==> config.mk <==
export PLATFORM = sky130hd
export DESIGN_NAME = multiturn_servo_pid_with_median_top
export DESIGN_NICKNAME = d
export VERILOG_FILES = /design/src/sv/mtsp_pkg.sv /design/src/sv/multiturn_servo_pid_with_median_top.sv /design/src/sv/mtsp_median.sv
export SDC_FILE = /design/constraint.sdc
export NUM_CORES = 2
export LEC_CHECK = 0
export BUFFER_PORTS_ARGS = -buffer_cell sky130_fd_sc_hd__buf_4
export CAP_MARGIN = 20
export CELL_PAD_IN_SITES_DETAIL_PLACEMENT = 1
export CELL_PAD_IN_SITES_GLOBAL_PLACEMENT = 2
export CORE_ASPECT_RATIO = 1.5
export CORE_UTILIZATION = 39
export DETAILED_ROUTE_END_ITERATION = 8
export MAX_ROUTING_LAYER = met4
export PLACE_DENSITY = 0.9
export SLEW_MARGIN = 10
export SYNTH_ARGS = -nofsm -noshare
export SYNTH_HDL_FRONTEND = slang
export SYNTH_SLANG_ARGS = --single-unit
==> constraint.sdc <==
create_clock -name clock -period 10 [get_ports clock]
set_input_delay 1 -clock clock [delete_from_list [all_inputs] [get_ports clock]]
set_output_delay 1 -clock clock [all_outputs]
set_load 0.05 [all_outputs]
==> src/sv/mtsp_pkg.sv <==
package mtsp_pkg;

   localparam int SAMPLE_W = 12;
   localparam int ANGLE_W  = 13;
   localparam int POS_W    = 21;
   localparam int TURNS_W  = 8;
   localparam int GAIN_W   = 16;
   localparam int LEVEL_W  = 10;
   localparam int CSR_IDX_W  = 3;
   localparam int CSR_DATA_W = 21;

   // one full turn in 1/16 degree
   localparam int TURN_UNITS = 5760;
   localparam int WRAP_LOW   = 800;
   localparam int WRAP_HIGH  = 4800;
   localparam int SUM_LIMIT  = 16000;
   localparam int OUT_LIMIT  = 1440;
   localparam int POS_MAX    = 1048575;
   localparam int POS_MIN    = -1048576;
   localparam int TURNS_MAX  = 127;
   localparam int TURNS_MIN  = -128;

   // adc*5760/4095 = (adc*128)/91, done as (adc*RECIP) >> SHIFT, exact for 12-bit adc
   localparam int FRESH_RECIP = 737461;
   localparam int FRESH_PROD_W = 32;
   localparam int FRESH_SHIFT = 19;

   // level = (720 + a)*25/288; /288 = (>>5) then /9 as (z*RECIP) >> SHIFT
   localparam int LEVEL_OFFSET = 720;
   localparam int LEVEL_SCALE  = 25;
   localparam int LEVEL_NUM_W  = 18;
   localparam int LEVEL_PRE_SHIFT = 5;
   localparam int LEVEL_RECIP  = 14564;
   localparam int LEVEL_PROD_W = 27;
   localparam int LEVEL_SHIFT  = 17;
   localparam int LEVEL_MAX    = 562;

   localparam int ERR_W   = 22;
   localparam int SUM_W   = 15;
   localparam int DERIV_W = 23;
   localparam int ACC_W   = 42;
   localparam int DRIVE_W = 12;
   localparam int CMD_W   = 14;
   localparam int ACC_SHIFT = 8;

   localparam int STAGES = 9;

   typedef enum logic [CSR_IDX_W-1:0] {
      CSR_TARGET = 3'd0,
      CSR_GAIN_P = 3'd1,
      CSR_GAIN_I = 3'd2,
      CSR_GAIN_D = 3'd3,
      CSR_RUN    = 3'd4
   } csr_index_type;

endpackage

==> src/sv/multiturn_servo_pid_with_median_top.sv <==
// Servo position loop with median-filtered potentiometer input.
// Each accepted request passes through one pipeline register per stage on its way to rsp_valid.
// Throughput: one request per cycle; stages hold and collapse bubbles under back-pressure.
// Loop state (turn count, angle, error sum, previous error) updates in stages 4 and 5.
// Reset (synchronous): clears the sample window, loop state, configuration registers and valid bits.
// There is no clearing pass; the block takes requests in the cycle after reset.
module multiturn_servo_pid_with_median_top
   import mtsp_pkg::*;
#(
   parameter int WINDOW_DEPTH = 5,
   parameter int TURN_BITS    = 8
) (
   input  logic                       clock,
   input  logic                       reset,
   input  logic                       req_valid,
   output logic                       req_ready,
   input  logic [SAMPLE_W-1:0]        req_adc_sample,
   output logic                       rsp_valid,
   input  logic                       rsp_ready,
   output logic [LEVEL_W-1:0]         rsp_pwm_level,
   output logic signed [POS_W-1:0]    rsp_position,
   output logic signed [TURNS_W-1:0]  rsp_turns,
   input  logic                       csr_we,
   input  logic [CSR_IDX_W-1:0]       csr_index,
   input  logic [CSR_DATA_W-1:0]      csr_wdata
);

   localparam int PW = (TURN_BITS + 14 > 22) ? TURN_BITS + 14 : 22;
   localparam int TX = TURN_BITS + 8;
   localparam logic signed [TURN_BITS-1:0] TURN_MAX = {1'b0, {(TURN_BITS-1){1'b1}}};
   localparam logic signed [TURN_BITS-1:0] TURN_MIN = {1'b1, {(TURN_BITS-1){1'b0}}};
   localparam int PROD_P_W = GAIN_W + 1 + ERR_W;
   localparam int PROD_I_W = GAIN_W + 1 + SUM_W;
   localparam int PROD_D_W = GAIN_W + 1 + DERIV_W;

   // configuration
   logic signed [POS_W-1:0]  target_ff;
   logic [GAIN_W-1:0]        gain_p_ff, gain_i_ff, gain_d_ff;
   logic                     run_enable_ff;

   // loop state
   logic [SAMPLE_W-1:0]         window_ff [WINDOW_DEPTH];
   logic [ANGLE_W-1:0]          angle_ff;
   logic signed [TURN_BITS-1:0] turn_ff;
   logic signed [SUM_W-1:0]     sum_ff;
   logic signed [ERR_W-1:0]     prev_err_ff;

   // pipeline control
   logic [STAGES-1:0] valid_ff, valid_in;
   logic [STAGES:0]   take;

   // pipeline payload
   logic                      run_a_ff, run_b_ff, run_c_ff, run_d_ff, run_e_ff;
   logic                      run_f_ff, run_g_ff, run_h_ff;
   logic [SAMPLE_W-1:0]       median_ff;
   logic [ANGLE_W-1:0]        fresh_ff;
   logic signed [POS_W-1:0]   pos_e_ff, pos_f_ff, pos_g_ff, pos_h_ff;
   logic signed [TURNS_W-1:0] turns_e_ff, turns_f_ff, turns_g_ff, turns_h_ff;
   logic signed [ERR_W-1:0]   err_e_ff;
   logic signed [DERIV_W-1:0] deriv_e_ff;
   logic [ANGLE_W-1:0]        angle_e_ff, angle_f_ff, angle_g_ff;
   logic signed [PROD_P_W-1:0] prod_p_ff;
   logic signed [PROD_I_W-1:0] prod_i_ff;
   logic signed [PROD_D_W-1:0] prod_d_ff;
   logic signed [DRIVE_W-1:0] drive_g_ff;
   logic [LEVEL_NUM_W-1:0]    num_h_ff;
   logic [LEVEL_W-1:0]        level_ff;
   logic signed [POS_W-1:0]   position_ff;
   logic signed [TURNS_W-1:0] turns_ff;

   // combinational
   logic [SAMPLE_W-1:0]         median_in;
   logic [FRESH_PROD_W-1:0]     fresh_prod;
   logic [ANGLE_W-1:0]          fresh_in;
   logic signed [TURN_BITS-1:0] turn_in;
   logic signed [PW-1:0]        pos_wide;
   logic signed [POS_W-1:0]     pos_in;
   logic signed [TX-1:0]        turn_x;
   logic signed [TURNS_W-1:0]   turns_in;
   logic signed [ERR_W-1:0]     err_in;
   logic signed [DERIV_W-1:0]   sum_wide;
   logic signed [SUM_W-1:0]     sum_in;
   logic signed [DERIV_W-1:0]   deriv_in;
   logic signed [ACC_W-1:0]     acc;
   logic signed [ACC_W-ACC_SHIFT-1:0] acc_shr;
   logic signed [DRIVE_W-1:0]   drive_in;
   logic signed [CMD_W-1:0]     cmd;
   logic [ANGLE_W-1:0]          cmd_wrap;
   logic [LEVEL_NUM_W-1:0]      num_in;
   logic [LEVEL_PROD_W-1:0]     level_prod;
   logic [LEVEL_W-1:0]          level_in;

   // ---------------- configuration port ----------------
   always_ff @(posedge clock) begin
      if (reset) begin
         target_ff     <= '0;
         gain_p_ff     <= '0;
         gain_i_ff     <= '0;
         gain_d_ff     <= '0;
         run_enable_ff <= 1'b0;
      end else if (csr_we) begin
         case (csr_index)
            CSR_TARGET: target_ff     <= csr_wdata;
            CSR_GAIN_P: gain_p_ff     <= csr_wdata[GAIN_W-1:0];
            CSR_GAIN_I: gain_i_ff     <= csr_wdata[GAIN_W-1:0];
            CSR_GAIN_D: gain_d_ff     <= csr_wdata[GAIN_W-1:0];
            CSR_RUN:    run_enable_ff <= csr_wdata[0];
            default: ;
         endcase
      end
   end

   // ---------------- handshake and stage advance ----------------
   always_comb begin
      take[STAGES] = rsp_ready;
      for (int k = STAGES - 1; k >= 1; k--) begin
         take[k] = valid_ff[k-1] && (!valid_ff[k] || take[k+1]);
      end
      req_ready = !valid_ff[0] || take[1];
      take[0]   = req_valid && req_ready;
      for (int k = 0; k < STAGES; k++) begin
         valid_in[k] = take[k] || (valid_ff[k] && !take[k+1]);
      end
   end

   assign rsp_valid = valid_ff[STAGES-1];

   // ---------------- datapath ----------------
   mtsp_median #(
      .WINDOW_DEPTH(WINDOW_DEPTH)
   ) u_median (
      .window_i(window_ff),
      .median_o(median_in)
   );

   always_comb begin
      fresh_prod = FRESH_PROD_W'(median_ff) * FRESH_PROD_W'(FRESH_RECIP);
      fresh_in   = fresh_prod[FRESH_PROD_W-1:FRESH_SHIFT];

      // count a turn when the angle wraps between the low and high zones
      turn_in = turn_ff;
      if (fresh_ff < ANGLE_W'(WRAP_LOW) && angle_ff > ANGLE_W'(WRAP_HIGH)) begin
         if (turn_ff != TURN_MAX) turn_in = turn_ff + TURN_BITS'(1);
      end else if (fresh_ff > ANGLE_W'(WRAP_HIGH) && angle_ff < ANGLE_W'(WRAP_LOW)) begin
         if (turn_ff != TURN_MIN) turn_in = turn_ff - TURN_BITS'(1);
      end
   end

   always_comb begin
      pos_wide = PW'(turn_ff) * PW'(TURN_UNITS) + $signed(PW'(angle_ff));
      if (pos_wide > PW'(POS_MAX)) begin
         pos_in = POS_W'(POS_MAX);
      end else if (pos_wide < PW'(POS_MIN)) begin
         pos_in = POS_W'(POS_MIN);
      end else begin
         pos_in = POS_W'(pos_wide);
      end

      turn_x = TX'(turn_ff);
      if (turn_x > TX'(TURNS_MAX)) begin
         turns_in = TURNS_W'(TURNS_MAX);
      end else if (turn_x < TX'(TURNS_MIN)) begin
         turns_in = TURNS_W'(TURNS_MIN);
      end else begin
         turns_in = TURNS_W'(turn_x);
      end

      err_in   = ERR_W'(target_ff) - ERR_W'(pos_in);
      sum_wide = DERIV_W'(sum_ff) + DERIV_W'(err_in);
      if (sum_wide > DERIV_W'(SUM_LIMIT)) begin
         sum_in = SUM_W'(SUM_LIMIT);
      end else if (sum_wide < DERIV_W'(-SUM_LIMIT)) begin
         sum_in = SUM_W'(-SUM_LIMIT);
      end else begin
         sum_in = SUM_W'(sum_wide);
      end
      deriv_in = DERIV_W'(err_in) - DERIV_W'(prev_err_ff);
   end

   always_comb begin
      acc     = ACC_W'(prod_p_ff) + ACC_W'(prod_i_ff) + ACC_W'(prod_d_ff);
      // arithmetic shift floors toward minus infinity
      acc_shr = acc[ACC_W-1:ACC_SHIFT];
      if (acc_shr > (ACC_W-ACC_SHIFT)'(OUT_LIMIT)) begin
         drive_in = DRIVE_W'(OUT_LIMIT);
      end else if (acc_shr < (ACC_W-ACC_SHIFT)'(-OUT_LIMIT)) begin
         drive_in = DRIVE_W'(-OUT_LIMIT);
      end else begin
         drive_in = DRIVE_W'(acc_shr);
      end
   end

   always_comb begin
      cmd = CMD_W'(drive_g_ff) + $signed(CMD_W'(angle_g_ff));
      // reduce into one turn; the command stays within one turn of the range
      if (cmd < 0) begin
         cmd_wrap = ANGLE_W'(cmd + CMD_W'(TURN_UNITS));
      end else if (cmd >= CMD_W'(TURN_UNITS)) begin
         cmd_wrap = ANGLE_W'(cmd - CMD_W'(TURN_UNITS));
      end else begin
         cmd_wrap = ANGLE_W'(cmd);
      end
      num_in = (LEVEL_NUM_W'(cmd_wrap) + LEVEL_NUM_W'(LEVEL_OFFSET))
               * LEVEL_NUM_W'(LEVEL_SCALE);

      level_prod = LEVEL_PROD_W'(num_h_ff[LEVEL_NUM_W-1:LEVEL_PRE_SHIFT])
                   * LEVEL_PROD_W'(LEVEL_RECIP);
      level_in   = level_prod[LEVEL_PROD_W-1:LEVEL_SHIFT];
   end

   // ---------------- control and loop state ----------------
   always_ff @(posedge clock) begin
      if (reset) begin
         valid_ff    <= '0;
         for (int i = 0; i < WINDOW_DEPTH; i++) begin
            window_ff[i] <= '0;
         end
         angle_ff    <= '0;
         turn_ff     <= '0;
         sum_ff      <= '0;
         prev_err_ff <= '0;
      end else begin
         valid_ff <= valid_in;
         // shift the window on each accepted request while running
         if (take[0] && run_enable_ff) begin
            for (int i = 0; i + 1 < WINDOW_DEPTH; i++) begin
               window_ff[i] <= window_ff[i+1];
            end
            window_ff[WINDOW_DEPTH-1] <= req_adc_sample;
         end
         if (take[3] && run_c_ff) begin
            turn_ff  <= turn_in;
            angle_ff <= fresh_ff;
         end
         if (take[4] && run_d_ff) begin
            sum_ff      <= sum_in;
            prev_err_ff <= err_in;
         end
      end
   end

   // ---------------- pipeline payload ----------------
   always_ff @(posedge clock) begin
      if (take[0]) begin
         run_a_ff <= run_enable_ff;
      end
      if (take[1]) begin
         median_ff <= median_in;
         run_b_ff  <= run_a_ff;
      end
      if (take[2]) begin
         fresh_ff <= fresh_in;
         run_c_ff <= run_b_ff;
      end
      if (take[3]) begin
         run_d_ff <= run_c_ff;
      end
      if (take[4]) begin
         pos_e_ff   <= pos_in;
         turns_e_ff <= turns_in;
         err_e_ff   <= err_in;
         deriv_e_ff <= deriv_in;
         angle_e_ff <= angle_ff;
         run_e_ff   <= run_d_ff;
      end
      if (take[5]) begin
         prod_p_ff  <= PROD_P_W'($signed({1'b0, gain_p_ff})) * PROD_P_W'(err_e_ff);
         prod_i_ff  <= PROD_I_W'($signed({1'b0, gain_i_ff})) * PROD_I_W'(sum_ff);
         prod_d_ff  <= PROD_D_W'($signed({1'b0, gain_d_ff})) * PROD_D_W'(deriv_e_ff);
         angle_f_ff <= angle_e_ff;
         pos_f_ff   <= pos_e_ff;
         turns_f_ff <= turns_e_ff;
         run_f_ff   <= run_e_ff;
      end
      if (take[6]) begin
         drive_g_ff <= drive_in;
         angle_g_ff <= angle_f_ff;
         pos_g_ff   <= pos_f_ff;
         turns_g_ff <= turns_f_ff;
         run_g_ff   <= run_f_ff;
      end
      if (take[7]) begin
         num_h_ff   <= num_in;
         pos_h_ff   <= pos_g_ff;
         turns_h_ff <= turns_g_ff;
         run_h_ff   <= run_g_ff;
      end
      if (take[8]) begin
         // drive zero while the loop is halted
         level_ff    <= run_h_ff ? level_in : '0;
         position_ff <= pos_h_ff;
         turns_ff    <= turns_h_ff;
      end
   end

   assign rsp_pwm_level = level_ff;
   assign rsp_position  = position_ff;
   assign rsp_turns     = turns_ff;

   // ---------------- assertions ----------------
   a_sum_bounded: assert property (@(posedge clock) disable iff (reset)
      sum_ff <= SUM_W'(SUM_LIMIT) && sum_ff >= SUM_W'(-SUM_LIMIT))
      else $error("error sum left its clamp range");

   a_angle_bounded: assert property (@(posedge clock) disable iff (reset)
      angle_ff <= ANGLE_W'(TURN_UNITS))
      else $error("filtered angle beyond one turn");

   a_halt_holds_turns: assert property (@(posedge clock) disable iff (reset)
      take[3] && !run_c_ff |=> $stable(turn_ff) && $stable(angle_ff))
      else $error("turn state changed on a halted request");

   a_halt_holds_sum: assert property (@(posedge clock) disable iff (reset)
      take[4] && !run_d_ff |=> $stable(sum_ff) && $stable(prev_err_ff))
      else $error("error state changed on a halted request");

   a_level_range: assert property (@(posedge clock) disable iff (reset)
      rsp_valid |-> rsp_pwm_level <= LEVEL_W'(LEVEL_MAX))
      else $error("pwm level out of range");

endmodule

==> src/sv/mtsp_median.sv <==
module mtsp_median
   import mtsp_pkg::*;
#(
   parameter int WINDOW_DEPTH = 5
) (
   input  logic [SAMPLE_W-1:0] window_i [WINDOW_DEPTH],
   output logic [SAMPLE_W-1:0] median_o
);

   logic [SAMPLE_W-1:0] sort_v [WINDOW_DEPTH];
   logic [SAMPLE_W-1:0] swap_v;

   // odd-even transposition network: WINDOW_DEPTH passes sort the window
   always_comb begin
      swap_v = '0;
      for (int i = 0; i < WINDOW_DEPTH; i++) begin
         sort_v[i] = window_i[i];
      end
      for (int p = 0; p < WINDOW_DEPTH; p++) begin
         for (int i = p % 2; i + 1 < WINDOW_DEPTH; i += 2) begin
            if (sort_v[i] > sort_v[i+1]) begin
               swap_v      = sort_v[i];
               sort_v[i]   = sort_v[i+1];
               sort_v[i+1] = swap_v;
            end
         end
      end
   end

   assign median_o = sort_v[WINDOW_DEPTH/2];

endmodule

==> impl_summary.log <==
INFO  metric setup_viol_count_final = 0
INFO  metric timing.critical_path.mode_cell = a21o_1
INFO  metric timing_max_transition_violations_final = 0
INFO  metric synth-seq-area-share = 22.2%
INFO  metric min-delay-start = pos_e_ff[15]
INFO  metric yosys.area_share.adder = 41.9%
INFO  metric power.sequential.fraction = between 30% and 40%
INFO  metric drt.antenna.violating_nets = 0
INFO  metric die_height = approximately 530 µm
INFO  metric dp.cells = between 10000 and 15000
INFO  metric violated_checks = DRC
INFO  metric critical_path_peak_fanout = 24
INFO  metric syn-mean-instance-area = 9.65 µm²
INFO  metric synth-compound-area-share = 8.54%
INFO  metric layout-drive-gt1-share = 7.78%
INFO  metric mappedNetlistNets = approximately 9400
INFO  metric crit-reg2reg-launch = window_ff[41]
INFO  metric final_hold_viols = 0
INFO  metric post-route-util = 43.2%
INFO  metric crit_path_end_kind = flop
INFO  metric critPathRequiredTime = 10.39 ns
INFO  metric power.switching_fraction = 35.0%
INFO  metric finish.net_count = 9569
INFO  metric firstDrtPassIters = 7
INFO  metric tritoncts_buffer_count = 69
INFO  metric timing.hold.worst_endpoint = pos_f_ff[15]
INFO  metric internal_power = 5.60 mW
INFO  metric pre_cts_setup_slack = -0.498 ns
INFO  metric max_capacitance_violation_count = 0
INFO  metric root_buffer = clkbuf_16
INFO  metric clock_path_buffers = 3
INFO  metric congestion_overflow_gr = 0
INFO  metric min_path_type = flop to flop
INFO  metric reg2regPathDepth = 49
INFO  metric core-area = 186000 µm²
INFO  metric grt_start_max_net_pins = 81
INFO  metric filler_cell_count = 21000
INFO  metric period_share = 96.6%
INFO  metric cp_slowest_stage_delay = 0.42 ns
INFO  metric routed_wire_length_per_instance = 22.5 µm
INFO  metric power_frac_clock = 32.0%
INFO  metric cts_tree = built
INFO  metric max_clock_freq = 103 MHz
INFO  metric placement.cell_area = 77500 µm²
INFO  metric vias = 54500
INFO  metric gp_routability_congestion = around 0.97
INFO  metric num_io_pins = 82
INFO  metric critical_path.reg2reg.endpoint = median_ff[8]
INFO  metric status = complete, but fails checks
INFO  metric finalCriticalPeriod = between 9 and 10 ns
INFO  metric mappedNetlistArea = 73100 µm²
INFO  metric worst-setup-path-type = flop to flop
INFO  metric htreeDepth = 3
INFO  metric hold_slack = 0.383 ns
INFO  metric comb_power_share = 34.4%
INFO  metric detail_route.vias_per_cell = 5.34
INFO  metric ys.warnings.count = 0
INFO  metric grt_antenna_before_repair = 18
INFO  metric drt-total-wl = 229000 µm
INFO  metric detailedRoute.firstIterationViolations = between 2000 and 2500
INFO  metric critPathSlowestCell = a2111oi_2
INFO  metric syn-instance-count = between 7000 and 8000
INFO  metric vdd_ir_drop_max = 0.000136 V
INFO  metric layout_setup_ws = 0.337 ns
INFO  metric row_count = 194
INFO  metric p_sw = 3.01 mW
INFO  metric power_leakage = 36.4 nW
INFO  metric synth_xor_xnor_area_share = 3.24%
INFO  metric synth-edff-count = 408
INFO  metric area_growth_syn_to_layout = 10.2%
INFO  metric flops_latches_synth = roughly 600
INFO  metric dominant_combinational_cell_family_by_area_after_synthesis = adder cells
INFO  metric max_slew.worst_pin.slew = 1.08 ns
INFO  metric worst-r2r-setup-slack = 0.34 ns
INFO  metric starting_utilization_of_the_core_area = 39.2%
INFO  metric max-slew-margin-rel = around 28%
INFO  metric drc = 8
INFO  metric crit_path_start_kind = flop
INFO  metric synth.mux.area_fraction = 2.13%
INFO  metric dpl.hpwl = 189000 µm
INFO  metric design.die.area = about 190000 µm²
INFO  metric postCtsHoldBufs = 0
INFO  metric timing.hold.worst_path_depth = 0
INFO  metric synth-async-reset-ratio = 0%
INFO  metric clock_latency = 0.71 ns
INFO  metric yosys.area_share.simple = 13.6%
INFO  metric worst-endpoint-arrival = 10.05 ns
INFO  metric final_area = 80500 µm²
INFO  metric clock-sinks = ~610
INFO  metric first_pass_grt_wire_length = 356000 µm
INFO  metric power.density_cell_area = between 100 and 150 nW/µm²
INFO  metric fin_worst_skew = just over 0.06 ns
INFO  metric floorplan.die.width = 355 µm
INFO  metric port_buf_inserts = between 80 and 90
INFO  metric synth_cell_type_count = 100
INFO  metric grt_use_total = between 20% and 30%
INFO  metric postSynth.topFlopCell = edfxtp_1
INFO  metric clk_slew_on_worst_s_h_paths = 0.07 ns
INFO  metric first_global_vias = 62200
INFO  metric post_layout_nonfiller_instances = 10200
[worst max-delay path by stage]
stage                        from            to  slack (ns)
floorplan           window_ff[41]  median_ff[5]       0.009
global placement       turn_ff[5]     sum_ff[0]       -0.03
detailed placement  window_ff[41]  median_ff[6]       -0.50
CTS                    turn_ff[5]     sum_ff[3]       0.007
global route        window_ff[41]  median_ff[8]       -0.07
finish              window_ff[41]  median_ff[8]        0.34
[routing by layer]
metal	vias to the layer above	wire, µm	track usage (%)
met5	-	0	-
met4	0	16500	15.1
met3	670	7040	2.43
met2	1220	126000	47.6
met1	28100	80200	25.1
li1	24500	-	-
[registers in the layout, indices dropped and copies added, names as in the netlist, 15 cells and up]
| name | count |
|---|---|
| deriv_e_ff | 23 |
| err_e_ff | 22 |
| gain_d_ff | 16 |
| gain_i_ff | 16 |
| gain_p_ff | 16 |
| pos_e_ff | 21 |
| pos_f_ff | 21 |
| pos_g_ff | 21 |
| pos_h_ff | 21 |
| prev_err_ff | 22 |
| prod_d_ff | 40 |
| prod_i_ff | 32 |
| prod_p_ff | 39 |
| rsp_position | 21 |
| sum_ff | 15 |
| target_ff | 21 |
| window_ff | 60 |
[critical path: cells and delay by family, from the launching register on]
kind | cells | cell delay [ns]
compound gates | 19 | 3.68
flops | 1 | 0.34
fa+ha+maj | 5 | 1.34
buf+inv | 8 | 1.18
mux | 3 | 0.98
simple gates | 14 | 1.83
[area by class of cell]
cell class	count	area, µm²	area share [%]
Multi-Input combinational cell	5330	51200	63.6
Sequential cell	605	16200	20.1
Inverter	1376	5160	6.41
Tap cell	2450	3070	3.81
Timing Repair Buffer	320	2460	3.06
Clock buffer	91	1900	2.36
Clock inverter	37	533	0.662
Antenna cell	4	10.0	0.0124
[power groups by stage]
| stage | registers, mW | clock network, mW | logic (mW) |
|---|---|---|---|
| floorplan | 2.88 | 0 | 1.98 |
| detailed placement | 2.94 | 0 | 2.91 |
| finish | 2.89 | 2.76 | 2.97 |
| CTS | 2.89 | 2.81 | 2.96 |
| global route | 2.89 | 2.89 | 3.29 |
| global placement | 2.94 | 0 | 2.78 |
[cell families after synthesis]
| family | count (synthesis) |
|---|---|
| AO/OA/AOI/OAI | 972 |
| XOR/XNOR | 270 |
| adder cells (fa/ha/maj) | 1828 |
| buffers and inverters | 1632 |
| flip-flops | 605 |
| multiplexers | 150 |
| AND/OR/NAND/NOR | 2110 |
[cell usage in the layout, fill, tap and decap left out, drive strengths merged, types with 19 or more instances in the layout]
master | synthesis | final
and2 | 417 | 417
or3 | 19 | 19
xnor2 | 185 | 185
o21a | 46 | 46
clkbuf | 242 | 92
a31oi | 28 | 28
nor2b | 45 | 45
a21o | 127 | 127
buf | 14 | 319
and3 | 35 | 35
o21bai | 32 | 32
mux2 | 42 | 42
inv | 1375 | 1383
xor2 | 85 | 85
a21oi | 388 | 388
o211ai | 21 | 21
ha | 790 | 790
a211oi | 26 | 26
edfxtp | 408 | 408
nor2 | 255 | 255
o21ai | 152 | 152
nand2b | 54 | 54
nand2 | 1027 | 1027
dfxtp | 197 | 197
clkinv | 1 | 20
nor3 | 77 | 77
fa | 1036 | 1036
nand3 | 66 | 66
nand4 | 49 | 49
mux2i | 108 | 108
[Yosys cell counts (10+ instances only)]
cell,n,area share [%]
o21a_1,44,0.45
a21boi_0,11,0.11
dfxtp_1,197,5.4
or2_2,16,0.14
a211o_1,11,0.13
a31oi_1,28,0.24
nand3_1,66,0.45
nor3_1,77,0.53
nor2_1,255,1.3
mux2_2,42,0.65
and3_1,35,0.30
xor2_1,85,1.0
edfxtp_1,408,17
fa_1,1036,28
nand2_1,1025,5.3
a2111oi_0,10,0.12
clkbuf_1,241,1.2
and2_1,415,3.6
or3_1,19,0.16
a211oi_1,25,0.26
nor4_1,12,0.10
nand2b_1,54,0.46
a21o_1,127,1.3
nor2b_1,45,0.39
xnor2_1,185,2.2
nand4_1,49,0.42
o21bai_1,32,0.33
o21ai_0,145,0.99
ha_1,790,14
o2111ai_1,10,0.12
mux2i_1,108,1.5
o211ai_1,20,0.21
a21oi_1,385,2.6
inv_1,1375,7.1
[per-stage QoR]
stage | TNS [ns] | total power [mW]
6_report | 0 | 8.61
5_1_grt | -0.497 | 9.07
3_5_place_dp | -6.00 | 5.85
3_3_place_gp | -0.104 | 5.72
4_1_cts | 0 | 8.65
2_1_floorplan | 0 | 4.87
[repair_timing]
action,CTS,global route
gates resized for setup,17,87
pin swaps,4,20
buffers inserted,3,10
endpoints found under the setup margin,25,26
Note: power is estimated with default switching activity, not from simulation.
